`src/sv/ole_pkg.sv`:
```
`default_nettype none
package ole_pkg;

   localparam int CAPACITY = 16;
   localparam int DATA_W   = 32;
   localparam int CMD_W    = 3;
   localparam int POS_W    = 8;
   localparam int ST_W     = 3;
   localparam int CNT_W    = $clog2(CAPACITY + 1);
   localparam int IDX_W    = $clog2(CAPACITY);

   typedef enum logic [CMD_W-1:0] {
      CMD_INS_FRONT = 3'd0,
      CMD_INS_BACK  = 3'd1,
      CMD_INS_AT    = 3'd2,
      CMD_DEL_FRONT = 3'd3,
      CMD_DEL_BACK  = 3'd4,
      CMD_DEL_AT    = 3'd5,
      CMD_SEARCH    = 3'd6
   } cmd_type;

   typedef enum logic [ST_W-1:0] {
      ST_OK       = 3'd0,
      ST_EMPTY    = 3'd1,
      ST_RANGE    = 3'd2,
      ST_FULL     = 3'd3,
      ST_NOTFOUND = 3'd4
   } status_type;

   typedef enum logic [1:0] {
      OP_NONE,
      OP_INSERT,
      OP_DELETE,
      OP_SEARCH
   } op_type;

   typedef enum logic [1:0] {
      RD_IDX,
      RD_IDX_DEC,
      RD_IDX_INC,
      RD_EPOS
   } rd_sel_type;

   typedef enum logic {
      WR_SHIFT,
      WR_VALUE
   } wr_sel_type;

   typedef enum logic [3:0] {
      S_IDLE,
      S_DECODE,
      S_INS_CHK,
      S_INS_WR,
      S_DEL_RD,
      S_DEL_CAP,
      S_DEL_CHK,
      S_DEL_WR,
      S_SRCH_RD,
      S_SRCH_CMP,
      S_FINISH
   } state_type;

   typedef struct packed {
      logic       load_req;
      logic       idx_load_count;
      logic       idx_load_epos;
      logic       idx_load_zero;
      logic       idx_inc;
      logic       idx_dec;
      logic       mem_rd;
      rd_sel_type rd_sel;
      logic       mem_wr;
      wr_sel_type wr_sel;
      logic       cnt_inc;
      logic       cnt_dec;
      logic       st_load;
      status_type st_code;
      logic       removed_load;
      logic       found_load;
      logic       rsp_load;
   } ctl_type;

   typedef struct packed {
      op_type     op;
      status_type pre_status;
      logic       idx_gt_epos;
      logic       idx_inc_lt_count;
      logic       idx_inc_eq_count;
      logic       match;
      logic       out_free;
   } sts_type;

endpackage
`default_nettype wire

```
`src/sv/ole_ctrl.sv`:
```
`default_nettype none
module ole_ctrl (
   input  wire logic             clock,
   input  wire logic             reset,
   input  wire logic             req_valid,
   output logic                  req_stall,
   input  wire ole_pkg::sts_type sts,
   output ole_pkg::ctl_type      ctl
);
   import ole_pkg::*;

   state_type state_ff;
   state_type state_in;

   always_ff @(posedge clock) begin
      if (reset) begin
         state_ff <= S_IDLE;
      end else begin
         state_ff <= state_in;
      end
   end

   always_comb begin
      state_in  = state_ff;
      req_stall = 1'b1;
      ctl       = '0;
      ctl.rd_sel  = RD_IDX;
      ctl.wr_sel  = WR_SHIFT;
      ctl.st_code = ST_OK;
      unique case (state_ff)
         S_IDLE: begin
            req_stall = 1'b0;
            if (req_valid) begin
               ctl.load_req = 1'b1;
               state_in     = S_DECODE;
            end
         end
         S_DECODE: begin
            ctl.st_load = 1'b1;
            ctl.st_code = sts.pre_status;
            if (sts.pre_status != ST_OK || sts.op == OP_NONE) begin
               state_in = S_FINISH;
            end else if (sts.op == OP_INSERT) begin
               ctl.idx_load_count = 1'b1;
               state_in           = S_INS_CHK;
            end else if (sts.op == OP_DELETE) begin
               state_in = S_DEL_RD;
            end else begin
               ctl.idx_load_zero = 1'b1;
               state_in          = S_SRCH_RD;
            end
         end
         S_INS_CHK: begin
            if (sts.idx_gt_epos) begin
               ctl.mem_rd = 1'b1;
               ctl.rd_sel = RD_IDX_DEC;
               state_in   = S_INS_WR;
            end else begin
               ctl.mem_wr  = 1'b1;
               ctl.wr_sel  = WR_VALUE;
               ctl.cnt_inc = 1'b1;
               state_in    = S_FINISH;
            end
         end
         S_INS_WR: begin
            ctl.mem_wr  = 1'b1;
            ctl.wr_sel  = WR_SHIFT;
            ctl.idx_dec = 1'b1;
            state_in    = S_INS_CHK;
         end
         S_DEL_RD: begin
            ctl.mem_rd        = 1'b1;
            ctl.rd_sel        = RD_EPOS;
            ctl.idx_load_epos = 1'b1;
            state_in          = S_DEL_CAP;
         end
         S_DEL_CAP: begin
            ctl.removed_load = 1'b1;
            state_in         = S_DEL_CHK;
         end
         S_DEL_CHK: begin
            if (sts.idx_inc_lt_count) begin
               ctl.mem_rd = 1'b1;
               ctl.rd_sel = RD_IDX_INC;
               state_in   = S_DEL_WR;
            end else begin
               ctl.cnt_dec = 1'b1;
               state_in    = S_FINISH;
            end
         end
         S_DEL_WR: begin
            ctl.mem_wr  = 1'b1;
            ctl.wr_sel  = WR_SHIFT;
            ctl.idx_inc = 1'b1;
            state_in    = S_DEL_CHK;
         end
         S_SRCH_RD: begin
            ctl.mem_rd = 1'b1;
            ctl.rd_sel = RD_IDX;
            state_in   = S_SRCH_CMP;
         end
         S_SRCH_CMP: begin
            if (sts.match) begin
               ctl.found_load = 1'b1;
               ctl.st_load    = 1'b1;
               ctl.st_code    = ST_OK;
               state_in       = S_FINISH;
            end else if (sts.idx_inc_eq_count) begin
               ctl.st_load = 1'b1;
               ctl.st_code = ST_NOTFOUND;
               state_in    = S_FINISH;
            end else begin
               ctl.idx_inc = 1'b1;
               state_in    = S_SRCH_RD;
            end
         end
         S_FINISH: begin
            if (sts.out_free) begin
               ctl.rsp_load = 1'b1;
               state_in     = S_IDLE;
            end
         end
         default: begin
            state_in = S_IDLE;
         end
      endcase
   end

endmodule
`default_nettype wire

```
`src/sv/ole_datapath.sv`:
```
`default_nettype none
module ole_datapath (
   input  wire logic                                clock,
   input  wire logic                                reset,
   input  wire ole_pkg::ctl_type                    ctl,
   output ole_pkg::sts_type                         sts,
   input  wire logic        [ole_pkg::CMD_W-1:0]    req_cmd,
   input  wire logic signed [ole_pkg::DATA_W-1:0]   req_value,
   input  wire logic        [ole_pkg::POS_W-1:0]    req_position,
   output logic                                     rsp_valid,
   input  wire logic                                rsp_stall,
   output logic             [ole_pkg::ST_W-1:0]     rsp_status,
   output logic signed      [ole_pkg::DATA_W-1:0]   rsp_removed_value,
   output logic             [ole_pkg::POS_W-1:0]    rsp_found_position,
   output logic             [ole_pkg::POS_W-1:0]    rsp_entry_count
);
   import ole_pkg::*;

   logic [DATA_W-1:0] mem [CAPACITY];

   cmd_type           cmd_ff, cmd_in;
   logic [DATA_W-1:0] value_ff, value_in;
   logic [POS_W-1:0]  pos_ff, pos_in;
   logic [CNT_W-1:0]  count_ff, count_in;
   logic [CNT_W-1:0]  idx_ff, idx_in;
   logic [DATA_W-1:0] rdata_ff;
   status_type        status_ff, status_in;
   logic [DATA_W-1:0] removed_ff, removed_in;
   logic [POS_W-1:0]  found_ff, found_in;

   logic              rsp_valid_ff, rsp_valid_in;
   status_type        rsp_status_ff;
   logic [DATA_W-1:0] rsp_removed_ff;
   logic [POS_W-1:0]  rsp_found_ff;
   logic [POS_W-1:0]  rsp_count_ff;

   logic [CNT_W-1:0]  epos;
   logic [CNT_W-1:0]  idx_p1;
   logic [CNT_W-1:0]  idx_m1;
   logic [POS_W-1:0]  count_ext;
   logic [CNT_W-1:0]  raddr_full;
   logic [CNT_W-1:0]  waddr_full;
   logic [DATA_W-1:0] wdata;

   assign count_ext = POS_W'(count_ff);
   assign idx_p1    = idx_ff + CNT_W'(1);
   assign idx_m1    = idx_ff - CNT_W'(1);

   always_comb begin
      sts.op         = OP_NONE;
      sts.pre_status = ST_OK;
      epos           = '0;
      unique case (cmd_ff) inside
         CMD_INS_FRONT, CMD_INS_BACK, CMD_INS_AT: begin
            sts.op = OP_INSERT;
            if (count_ff == CNT_W'(CAPACITY)) begin
               sts.pre_status = ST_FULL;
            end else if (cmd_ff == CMD_INS_AT && pos_ff > count_ext) begin
               sts.pre_status = ST_RANGE;
            end
            if (cmd_ff == CMD_INS_BACK) begin
               epos = count_ff;
            end else if (cmd_ff == CMD_INS_AT) begin
               epos = pos_ff[CNT_W-1:0];
            end
         end
         CMD_DEL_FRONT, CMD_DEL_BACK, CMD_DEL_AT: begin
            sts.op = OP_DELETE;
            if (count_ff == '0) begin
               sts.pre_status = ST_EMPTY;
            end else if (cmd_ff == CMD_DEL_AT && pos_ff >= count_ext) begin
               sts.pre_status = ST_RANGE;
            end
            if (cmd_ff == CMD_DEL_BACK) begin
               epos = count_ff - CNT_W'(1);
            end else if (cmd_ff == CMD_DEL_AT) begin
               epos = pos_ff[CNT_W-1:0];
            end
         end
         CMD_SEARCH: begin
            sts.op = OP_SEARCH;
            if (count_ff == '0) begin
               sts.pre_status = ST_NOTFOUND;
            end
         end
         default: begin
            sts.op = OP_NONE;
         end
      endcase
      sts.idx_gt_epos      = (idx_ff > epos);
      sts.idx_inc_lt_count = (idx_p1 < count_ff);
      sts.idx_inc_eq_count = (idx_p1 == count_ff);
      sts.match            = (rdata_ff == value_ff);
      sts.out_free         = !rsp_valid_ff || !rsp_stall;
   end

   always_comb begin
      unique case (ctl.rd_sel)
         RD_IDX_DEC: raddr_full = idx_m1;
         RD_IDX_INC: raddr_full = idx_p1;
         RD_EPOS:    raddr_full = epos;
         default:    raddr_full = idx_ff;
      endcase
      if (ctl.wr_sel == WR_VALUE) begin
         waddr_full = epos;
         wdata      = value_ff;
      end else begin
         waddr_full = idx_ff;
         wdata      = rdata_ff;
      end
   end

   always_ff @(posedge clock) begin
      if (ctl.mem_wr) begin
         mem[waddr_full[IDX_W-1:0]] <= wdata;
      end
      if (ctl.mem_rd) begin
         rdata_ff <= mem[raddr_full[IDX_W-1:0]];
      end
   end

   always_comb begin
      cmd_in     = cmd_ff;
      value_in   = value_ff;
      pos_in     = pos_ff;
      status_in  = status_ff;
      removed_in = removed_ff;
      found_in   = found_ff;
      if (ctl.load_req) begin
         cmd_in     = cmd_type'(req_cmd);
         value_in   = req_value;
         pos_in     = req_position;
         status_in  = ST_OK;
         removed_in = '0;
         found_in   = '0;
      end
      if (ctl.st_load) begin
         status_in = ctl.st_code;
      end
      if (ctl.removed_load) begin
         removed_in = rdata_ff;
      end
      if (ctl.found_load) begin
         found_in = POS_W'(idx_ff);
      end

      idx_in = idx_ff;
      if (ctl.idx_load_count) begin
         idx_in = count_ff;
      end else if (ctl.idx_load_epos) begin
         idx_in = epos;
      end else if (ctl.idx_load_zero) begin
         idx_in = '0;
      end else if (ctl.idx_inc) begin
         idx_in = idx_p1;
      end else if (ctl.idx_dec) begin
         idx_in = idx_m1;
      end

      count_in = count_ff;
      if (ctl.cnt_inc) begin
         count_in = count_ff + CNT_W'(1);
      end else if (ctl.cnt_dec) begin
         count_in = count_ff - CNT_W'(1);
      end

      rsp_valid_in = rsp_valid_ff && rsp_stall;
      if (ctl.rsp_load) begin
         rsp_valid_in = 1'b1;
      end
   end

   always_ff @(posedge clock) begin
      if (reset) begin
         count_ff     <= '0;
         rsp_valid_ff <= 1'b0;
      end else begin
         count_ff     <= count_in;
         rsp_valid_ff <= rsp_valid_in;
      end
   end

   always_ff @(posedge clock) begin
      cmd_ff     <= cmd_in;
      value_ff   <= value_in;
      pos_ff     <= pos_in;
      idx_ff     <= idx_in;
      status_ff  <= status_in;
      removed_ff <= removed_in;
      found_ff   <= found_in;
      if (ctl.rsp_load) begin
         rsp_status_ff  <= status_ff;
         rsp_removed_ff <= removed_ff;
         rsp_found_ff   <= found_ff;
         rsp_count_ff   <= count_ext;
      end
   end

   assign rsp_valid          = rsp_valid_ff;
   assign rsp_status         = rsp_status_ff;
   assign rsp_removed_value  = rsp_removed_ff;
   assign rsp_found_position = rsp_found_ff;
   assign rsp_entry_count    = rsp_count_ff;

endmodule
`default_nettype wire

```
`src/sv/ordered_list_engine_unit.sv`:
```
// Ordered list of up to CAPACITY signed 32-bit entries.
// Request channel (req_valid/req_stall): req_cmd selects insert front, insert back,
// insert at req_position, delete front, delete back, delete at req_position, or
// search for req_value. Each request yields exactly one response on the rsp_
// channel: status, removed value, found position and entry count after the request.
// One request is worked at a time; req_stall stays high from acceptance until the
// response is placed in the output register. Entries move through a single-port
// entry memory, one entry at a time, each read and then written back. A rejected
// request or an unused code is the quickest; a delete at the front of a full list
// is the slowest, counted from acceptance to the next acceptance.
// The output register holds one response; while rsp_stall holds it, a new request
// is still accepted and worked, and its response waits until the register frees.
// Synchronous reset empties the list and drops any pending response; entry
// contents are not cleared and are never read before being written.
`default_nettype none
module ordered_list_engine_unit (
   input  wire logic                               clock,
   input  wire logic                               reset,
   input  wire logic                               req_valid,
   output logic                                    req_stall,
   input  wire logic        [ole_pkg::CMD_W-1:0]   req_cmd,
   input  wire logic signed [ole_pkg::DATA_W-1:0]  req_value,
   input  wire logic        [ole_pkg::POS_W-1:0]   req_position,
   output logic                                    rsp_valid,
   input  wire logic                               rsp_stall,
   output logic             [ole_pkg::ST_W-1:0]    rsp_status,
   output logic signed      [ole_pkg::DATA_W-1:0]  rsp_removed_value,
   output logic             [ole_pkg::POS_W-1:0]   rsp_found_position,
   output logic             [ole_pkg::POS_W-1:0]   rsp_entry_count
);
   import ole_pkg::*;

   ctl_type ctl;
   sts_type sts;

   ole_ctrl u_ctrl (
      .clock     (clock),
      .reset     (reset),
      .req_valid (req_valid),
      .req_stall (req_stall),
      .sts       (sts),
      .ctl       (ctl)
   );

   ole_datapath u_datapath (
      .clock              (clock),
      .reset              (reset),
      .ctl                (ctl),
      .sts                (sts),
      .req_cmd            (req_cmd),
      .req_value          (req_value),
      .req_position       (req_position),
      .rsp_valid          (rsp_valid),
      .rsp_stall          (rsp_stall),
      .rsp_status         (rsp_status),
      .rsp_removed_value  (rsp_removed_value),
      .rsp_found_position (rsp_found_position),
      .rsp_entry_count    (rsp_entry_count)
   );

endmodule
`default_nettype wire

```
`config.mk`:
```
export PLATFORM = sky130hd
export DESIGN_NAME = ordered_list_engine_unit
export DESIGN_NICKNAME = d
export VERILOG_FILES = /design/src/sv/ole_pkg.sv /design/src/sv/ole_ctrl.sv /design/src/sv/ole_datapath.sv /design/src/sv/ordered_list_engine_unit.sv
export SDC_FILE = /design/constraint.sdc
export NUM_CORES = 1
export LEC_CHECK = 0
export BUFFER_PORTS_ARGS = -buffer_cell sky130_fd_sc_hd__buf_2
export CORE_MARGIN = 2
export CORE_UTILIZATION = 50
export CTS_BUF_LIST = sky130_fd_sc_hd__clkbuf_8
export CTS_CLUSTER_DIAMETER = 60
export CTS_CLUSTER_SIZE = 25
export DETAILED_ROUTE_END_ITERATION = 7
export GPL_TIMING_DRIVEN = 0
export PLACE_DENSITY = 0.75
export SYNTH_ARGS = -nofsm -noshare
export SYNTH_HDL_FRONTEND = slang
export SYNTH_SLANG_ARGS = --single-unit
```
`constraint.sdc`:
```
create_clock -name clock -period 14.85 [get_ports clock]
set_input_delay 2.97 -clock clock [delete_from_list [all_inputs] [get_ports clock]]
set_output_delay 2.97 -clock clock [all_outputs]
set_load 0.05 [all_outputs]
```
# Word level (Yosys, flattened, before mapping)
# Memories as Yosys holds them, arrays and structs flattened. A register that Yosys moved wholly into a read port is not among the register bits.
# Index checks and enable logic that the tools add are counted.
[classes]
add_sub_neg = 4
n_mul = 0
div_mod_pow = 0
order_cmp = 4
eq_ne = 26
n_shift = 0
muxes = 72
bitwise_logic = 0
reduce_logical = 22
[ops]
columns = ["cell", "count"]
rows = [
  ["$mux 32", 3],
  ["$mux 5", 13],
  ["$mux 4", 10],
  ["$pmux 4 s10", 1],
  ["$eq 32x32->1", 1],
  ["$mux 1", 25],
  ["$mux 3", 7],
  ["$eq 4x3->1 const B", 4],
  ["$eq 4x4->1 const B", 3],
  ["$pmux 3 s4", 1],
  ["$pmux 4 s3", 1],
  ["$add 5x1->5 const B", 2],
  ["$mux 2", 5],
  ["$pmux 5 s2", 1],
  ["$sub 5x1->5 const B", 2],
  ["$eq 3x3->1 const B", 3],
  ["$pmux 3 s3", 1],
  ["$eq 4x2->1 const B", 2],
  ["$ge 8x5->1", 1],
  ["$gt 8x5->1", 1],
  ["$pmux 4 s2", 1],
  ["$reduce_bool 2->1", 4],
  ["$eq 2x2->1 const B", 3],
  ["$eq 3x2->1 const B", 2],
  ["other kinds (23)", 31],
]
[word_totals]
regBits = 143
latch_bits = 0
ramBits = 512
rom_bits = 0
inputBits = 47
out_inout_bits = 53
elab_cells = 143
n_memories = 1
[memory_table]
columns = ["memory", "words", "width", "rd", "rd_ports_with_merged_regs", "wr", "line", "rtl"]
rows = [
  ["u_datapath.mem", 16, 32, 1, 1, 1, "ole_datapath.sv:19", "logic [DATA_W-1:0] mem [CAPACITY];"],
]

# Logic depth before layout (Yosys ltp)
[depth]
word_depth = 12
ltp_mapped = 21
mapped_depth_nobuf = 18

# By module
# A second synthesis with hierarchy kept.
[hier_totals]
hier_cells = 2085
hier_area_um2 = 29425.7
[by_module_without_submodules]
columns = ["module", "instances", "cells_per_inst", "area_each_um2", "seq_area_each_um2"]
rows = [
  ["ole_datapath", 1, 2003, 28851.4, 20449.6],
  ["ole_ctrl", 1, 82, 574.3, 80.1],
]

# Worst setup path before layout
# No wires, ideal clock.
[synth_path]
path_type = "input port to flip-flop"
start = "input rsp_stall"
end = "register u_datapath.rsp_count_ff[0] (netlist: u_datapath.rsp_entry_count[0]) (enable)"
setup_time_ps = 462
t_arrival_ps = 5131
required_time_ps = 14388
setup_slack_ps = 9256
path_stages = 1
n_path_buf = 0
cell_sequence = "a21oi_1"
[synth_between]
elab_chain_cells = 4
[synth_lines]
columns = ["item", "line", "rtl"]
rows = [
  ["from (decl)", "ordered_list_engine_unit.sv:25", "input wire logic rsp_stall,"],
  ["$logic_not 1->1", "ole_datapath.sv:94", "sts.out_free = !rsp_valid_ff || !rsp_stall;"],
  ["$logic_or 1x1->1", "ole_datapath.sv:94", ""],
  ["$mux 1", "ole_ctrl.sv:118", "if (sts.out_free) begin"],
  ["$mux 1", "ole_ctrl.sv:30", "unique case (state_ff)"],
  ["to (signal assigned)", "ole_datapath.sv:195", "rsp_count_ff <= count_ext;"],
  ["to (decl)", "ole_datapath.sv:35", "logic [POS_W-1:0] rsp_count_ff;"],
]
# Every way passes these cells.
# A chain may end at the register's enable or synchronous reset.

# Worst setup path after layout
[layout_path]
start = "register u_datapath.count_ff[0]"
end = "memory u_datapath.mem[0][14] (enable)"
[layout_between]
elab_chain_cells = 8
word_cells_on_any_way = 10
classes_between = "add/sub: 1; order compare: 1; mux: 8"
[layout_lines]
columns = ["item", "line", "rtl"]
rows = [
  ["from (decl)", "ole_datapath.sv:24", "logic [CNT_W-1:0] count_ff, count_in;"],
  ["from (signal assigned)", "ole_datapath.sv:178", "count_ff <= count_in;"],
  ["$sub 5x1->5", "ole_datapath.sv:75", "epos = count_ff - CNT_W'(1);"],
  ["$mux 5", "ole_datapath.sv:74", "if (cmd_ff == CMD_DEL_BACK) begin"],
  ["$pmux 5 s2 (*)", "ole_datapath.sv:53", "unique case (cmd_ff) inside"],
  ["$gt 5x5->1", "ole_datapath.sv:90", "sts.idx_gt_epos = (idx_ff > epos);"],
  ["$mux 3", "ole_ctrl.sv:54", "if (sts.idx_gt_epos) begin"],
  ["$pmux 2 s2", "ole_ctrl.sv:30", ""],
  ["$mux 1", "ole_datapath.sv:114", "if (ctl.mem_wr) begin"],
  ["$mux 1 (not written as such)", "ole_datapath.sv:115", "mem[waddr_full[IDX_W-1:0]] <= wdata;"],
  ["to (decl)", "ole_datapath.sv:19", ""],
]
# Every way passes the cells marked *; elsewhere a longest branch is shown, timed or not.

==> impl_metrics.yaml <==
global_route:
  grt_pass1_wl_um: 105200
  grt_pass1_vias: 17120
  grtUsageTotal: 0.2488
  grt_remaining_overflow: 0
  grt_start_max_net_pins: 35
  antenna_found_initial: 1
floorplanning:
  fp.coreArea_mm2: 0.05542
  io_pins: 100
  die-height_um: 241.3
  num_rows: 86
  die_area_mm2: 0.05824
  die_w_um: 241.3
  start_util: 0.5082
clocking:
  cts_resized: 0
  clock_sinks: 687
  clock_latency_ps: 700
  cts_buffers: 42
  cts_tree: "done"
  cts_hold_buf: 0
  cts_root_buffer: "clkbuf_8"
  clock_path_buffers: 3
  h-tree-depth: 2
  clkTransAtPathRegs_ps: 120
  postCtsSetupRepairBufs: 0
route:
  wl_um: 71980
  dr.first_iter.drc_count: 2496
  num_vias: 17400
  first_pass_iters: 6
  wl_per_cell_um: 25.17
  detail-route-antenna-nets: 0
  route.detailed.drc: 0
  vias_per_cell: 6.084
sta:
  fin_crit_sh: 0.3778
  setup_violations: 0
  finalSetupTns_ps: 0
  rsz0062_at_grt: "no"
  relSlewSlack: 0.2662
  fin_crit_ps: 5610
  tightest_slew_ps: 1101
  clock_skew_ps: 29.70
  hold_slack_ps: 430.1
  max_freq_mhz: 178.3
  slew_viol_final: 0
  hold_viol_final: 0
final_layout:
  register_area_mm2: 0.02053
  n_fill_cell: 4281
  finalNonFillerCells: 2860
  drive_gt1_frac: 0.1833
  final_common_cell: "edfxtp_1"
  multiInputGateArea_mm2: 0.007106
  final_util: 0.5625
  area_growth_pct: 10.69
  final_nets: 2151
  final_cell_mix: "677 x edfxtp_1, 413 x nand2_1, 146 x a21oi_1, 142 x buf_2, 64 x a32oi_1"
synthesis:
  yosysSeqAreaShare: 0.7290
  syn_avg_cell_area_um2: 14.66
  ys_ff_latch: 687
  ys_warn_count: 0
  synthCells: 1921
  async_reset_ff_frac: 0
  synthFlopType: "edfxtp_1"
  synth_area_mm2: 0.02816
  synth_edf_count: 677
  ys_types: 75
setup_path:
  start_kind: "flop"
  crit_chain: "inv_1 -> ha_1 -> and3_1 -> nand2_1 -> o21ai_0 -> a22oi_1 -> nor2_1 -> a21oi_1 -> ha_1 -> nand3_1 -> o21bai_1 -> a21oi_1 -> nand2b_1 -> clkbuf_1 -> a21oi_1 -> nor2_4 -> buf_16"
  worst-path-buf-inv: 3
  slowest_stage: "nor2_4"
  critical_path.top_delay_family: "simple AND/OR/NAND/NOR gates"
  worst-path-max-fanout: 17
  worst_ep_arrival_time_ps: 6000
  cpMostUsedCell: "a21oi_1"
  cp.required_ps: 15240
  path_class: "reg2reg"
  end_kind: "flop"
  critPathMaxStageDelay_ps: 690
power:
  p_per_area_mw_per_mm2: 226.0
  pwr-share-clk: 0.142
  irDropWorstVdd_v: 0.0001551
  pwr-share-comb: 0.458
  total_power_mw: 7.047
  power.leakage_nw: 10.27
  p_seq_frac: 0.400
  intPower_mw: 4.012
  swShare: 0.4306
  p_switching_mw: 3.034
min_path:
  hold_path_class: "reg2reg"
placement:
  dp_hpwl_um: 49830
  dpl.cell_count: 2786
  place.gp.congestion: 0.9195
  io_buffers: 92
run_status:
  status: "completed"
job:
  cap_violations: 0
==> state kept, by name (all words and copies together), names as in the netlist, 8 cells and up <==
name                          flops
u_datapath.rdata_ff              32
u_datapath.rsp_removed_value     32
u_datapath.removed_ff            32
u_datapath.value_ff              32
u_datapath.mem                  512
u_datapath.pos_ff                 8
==> per-stage QoR <==
| step | instance area, um^2 | worst slack [ps] |
|---|---|---|
| global route | 31170 | 8857 |
| floorplan | 28180 | 9256 |
| global placement | 29580 | 6506 |
| detailed placement | 30220 | 9298 |
| finish | 31170 | 9240 |
| CTS | 31170 | 9267 |
==> area by class of cell <==
cell class,instances,share of cell area
inverters,19,0.002288
clock inverters,30,0.01160
plain buffers,126,0.01995
clock buffers,43,0.01898
multi-input cells,1094,0.2279
flip-flops and latches,687,0.6586
well taps,748,0.03002
diodes,1,0.00008027
repair buffers,112,0.03058
==> cell usage after synthesis (all sizes together) (4+ instances only) <==
| cell type | count | area (um^2) |
|---|---|---|
| a32o | 63 | 630.6 |
| o211ai | 4 | 35.03 |
| dfxtp | 10 | 200.2 |
| xnor2 | 42 | 367.9 |
| o221ai | 32 | 474.2 |
| inv | 19 | 71.31 |
| and3 | 38 | 242.7 |
| nand2b | 6 | 37.54 |
| edfxtp | 677 | 20330 |
| nor3 | 10 | 60.06 |
| a22oi | 35 | 417.9 |
| buf | 72 | 419.2 |
| nand4 | 11 | 68.82 |
| ha | 22 | 275.3 |
| nor2 | 46 | 177.7 |
| nor4 | 4 | 25.02 |
| a21o | 7 | 52.55 |
| mux2 | 32 | 360.4 |
| mux2i | 8 | 80.08 |
| a32oi | 64 | 560.5 |
| o21ai | 18 | 97.59 |
| a21oi | 150 | 769.5 |
| nand2 | 414 | 1557 |
| clkbuf | 54 | 202.7 |
| a31oi | 6 | 37.54 |
| nand3 | 14 | 75.07 |
| nor2b | 11 | 68.82 |
| and2 | 8 | 52.55 |
==> power by group through the flow <==
stage	combinational, mW	sequential [mW]	clock [mW]
2_1_floorplan	2.06	2.80	0
3_3_place_gp	3.00	2.87	0
3_5_place_dp	3.16	2.86	0
4_1_cts	3.17	2.81	1.00
5_1_grt	3.43	2.83	1.07
6_report	3.23	2.82	0.998
==> worst paths after layout <==
kind	slack, ps	startpoint	endpoint	cells after the start
worst min register to register	430	u_datapath.removed_ff[27]$_SDFFCE_PN0P_	u_datapath.rsp_removed_value[27]$_DFFE_PP_	0
worst max-delay path	9240	u_datapath.count_ff[0]$_SDFFE_PP0P_	u_datapath.mem[0][14]$_DFFE_PP_	17
worst max register to register	9240	u_datapath.count_ff[0]$_SDFFE_PP0P_	u_datapath.mem[0][14]$_DFFE_PP_	17
worst min-delay path	430	u_datapath.removed_ff[27]$_SDFFCE_PN0P_	u_datapath.rsp_removed_value[27]$_DFFE_PP_	0
==> routing by layer <==
layer  GRT usage  wire (um)  vias up
met5           0          0        -
met4      0.1036       2768        0
met3     0.05093       7554      175
met2      0.4087      33980     1048
met1      0.3248      27670     8521
li1            -          -     7655
==> worst register-to-register path, cell delays in order (launching register included) <==
cell	delay, ps
dfxtp_1	620
inv_1	140
ha_1	280
and3_1	260
nand2_1	130
o21ai_0	90
a22oi_1	200
nor2_1	60
a21oi_1	230
ha_1	200
nand3_1	120
o21bai_1	230
a21oi_1	320
nand2b_1	410
clkbuf_1	630
a21oi_1	460
nor2_4	690
buf_16	250
==> kinds of logic after synthesis <==
group | after synthesis | synth area share
compound gates | 406 | 0.1188
fa+ha+maj | 22 | 0.009774
other cells | 1 | 0.0001332
buf+inv | 145 | 0.02461
simple gates | 576 | 0.08841
xor+xnor | 44 | 0.01368
mux | 40 | 0.01564
flops | 687 | 0.7290
Power figures use the tool's default switching activity.
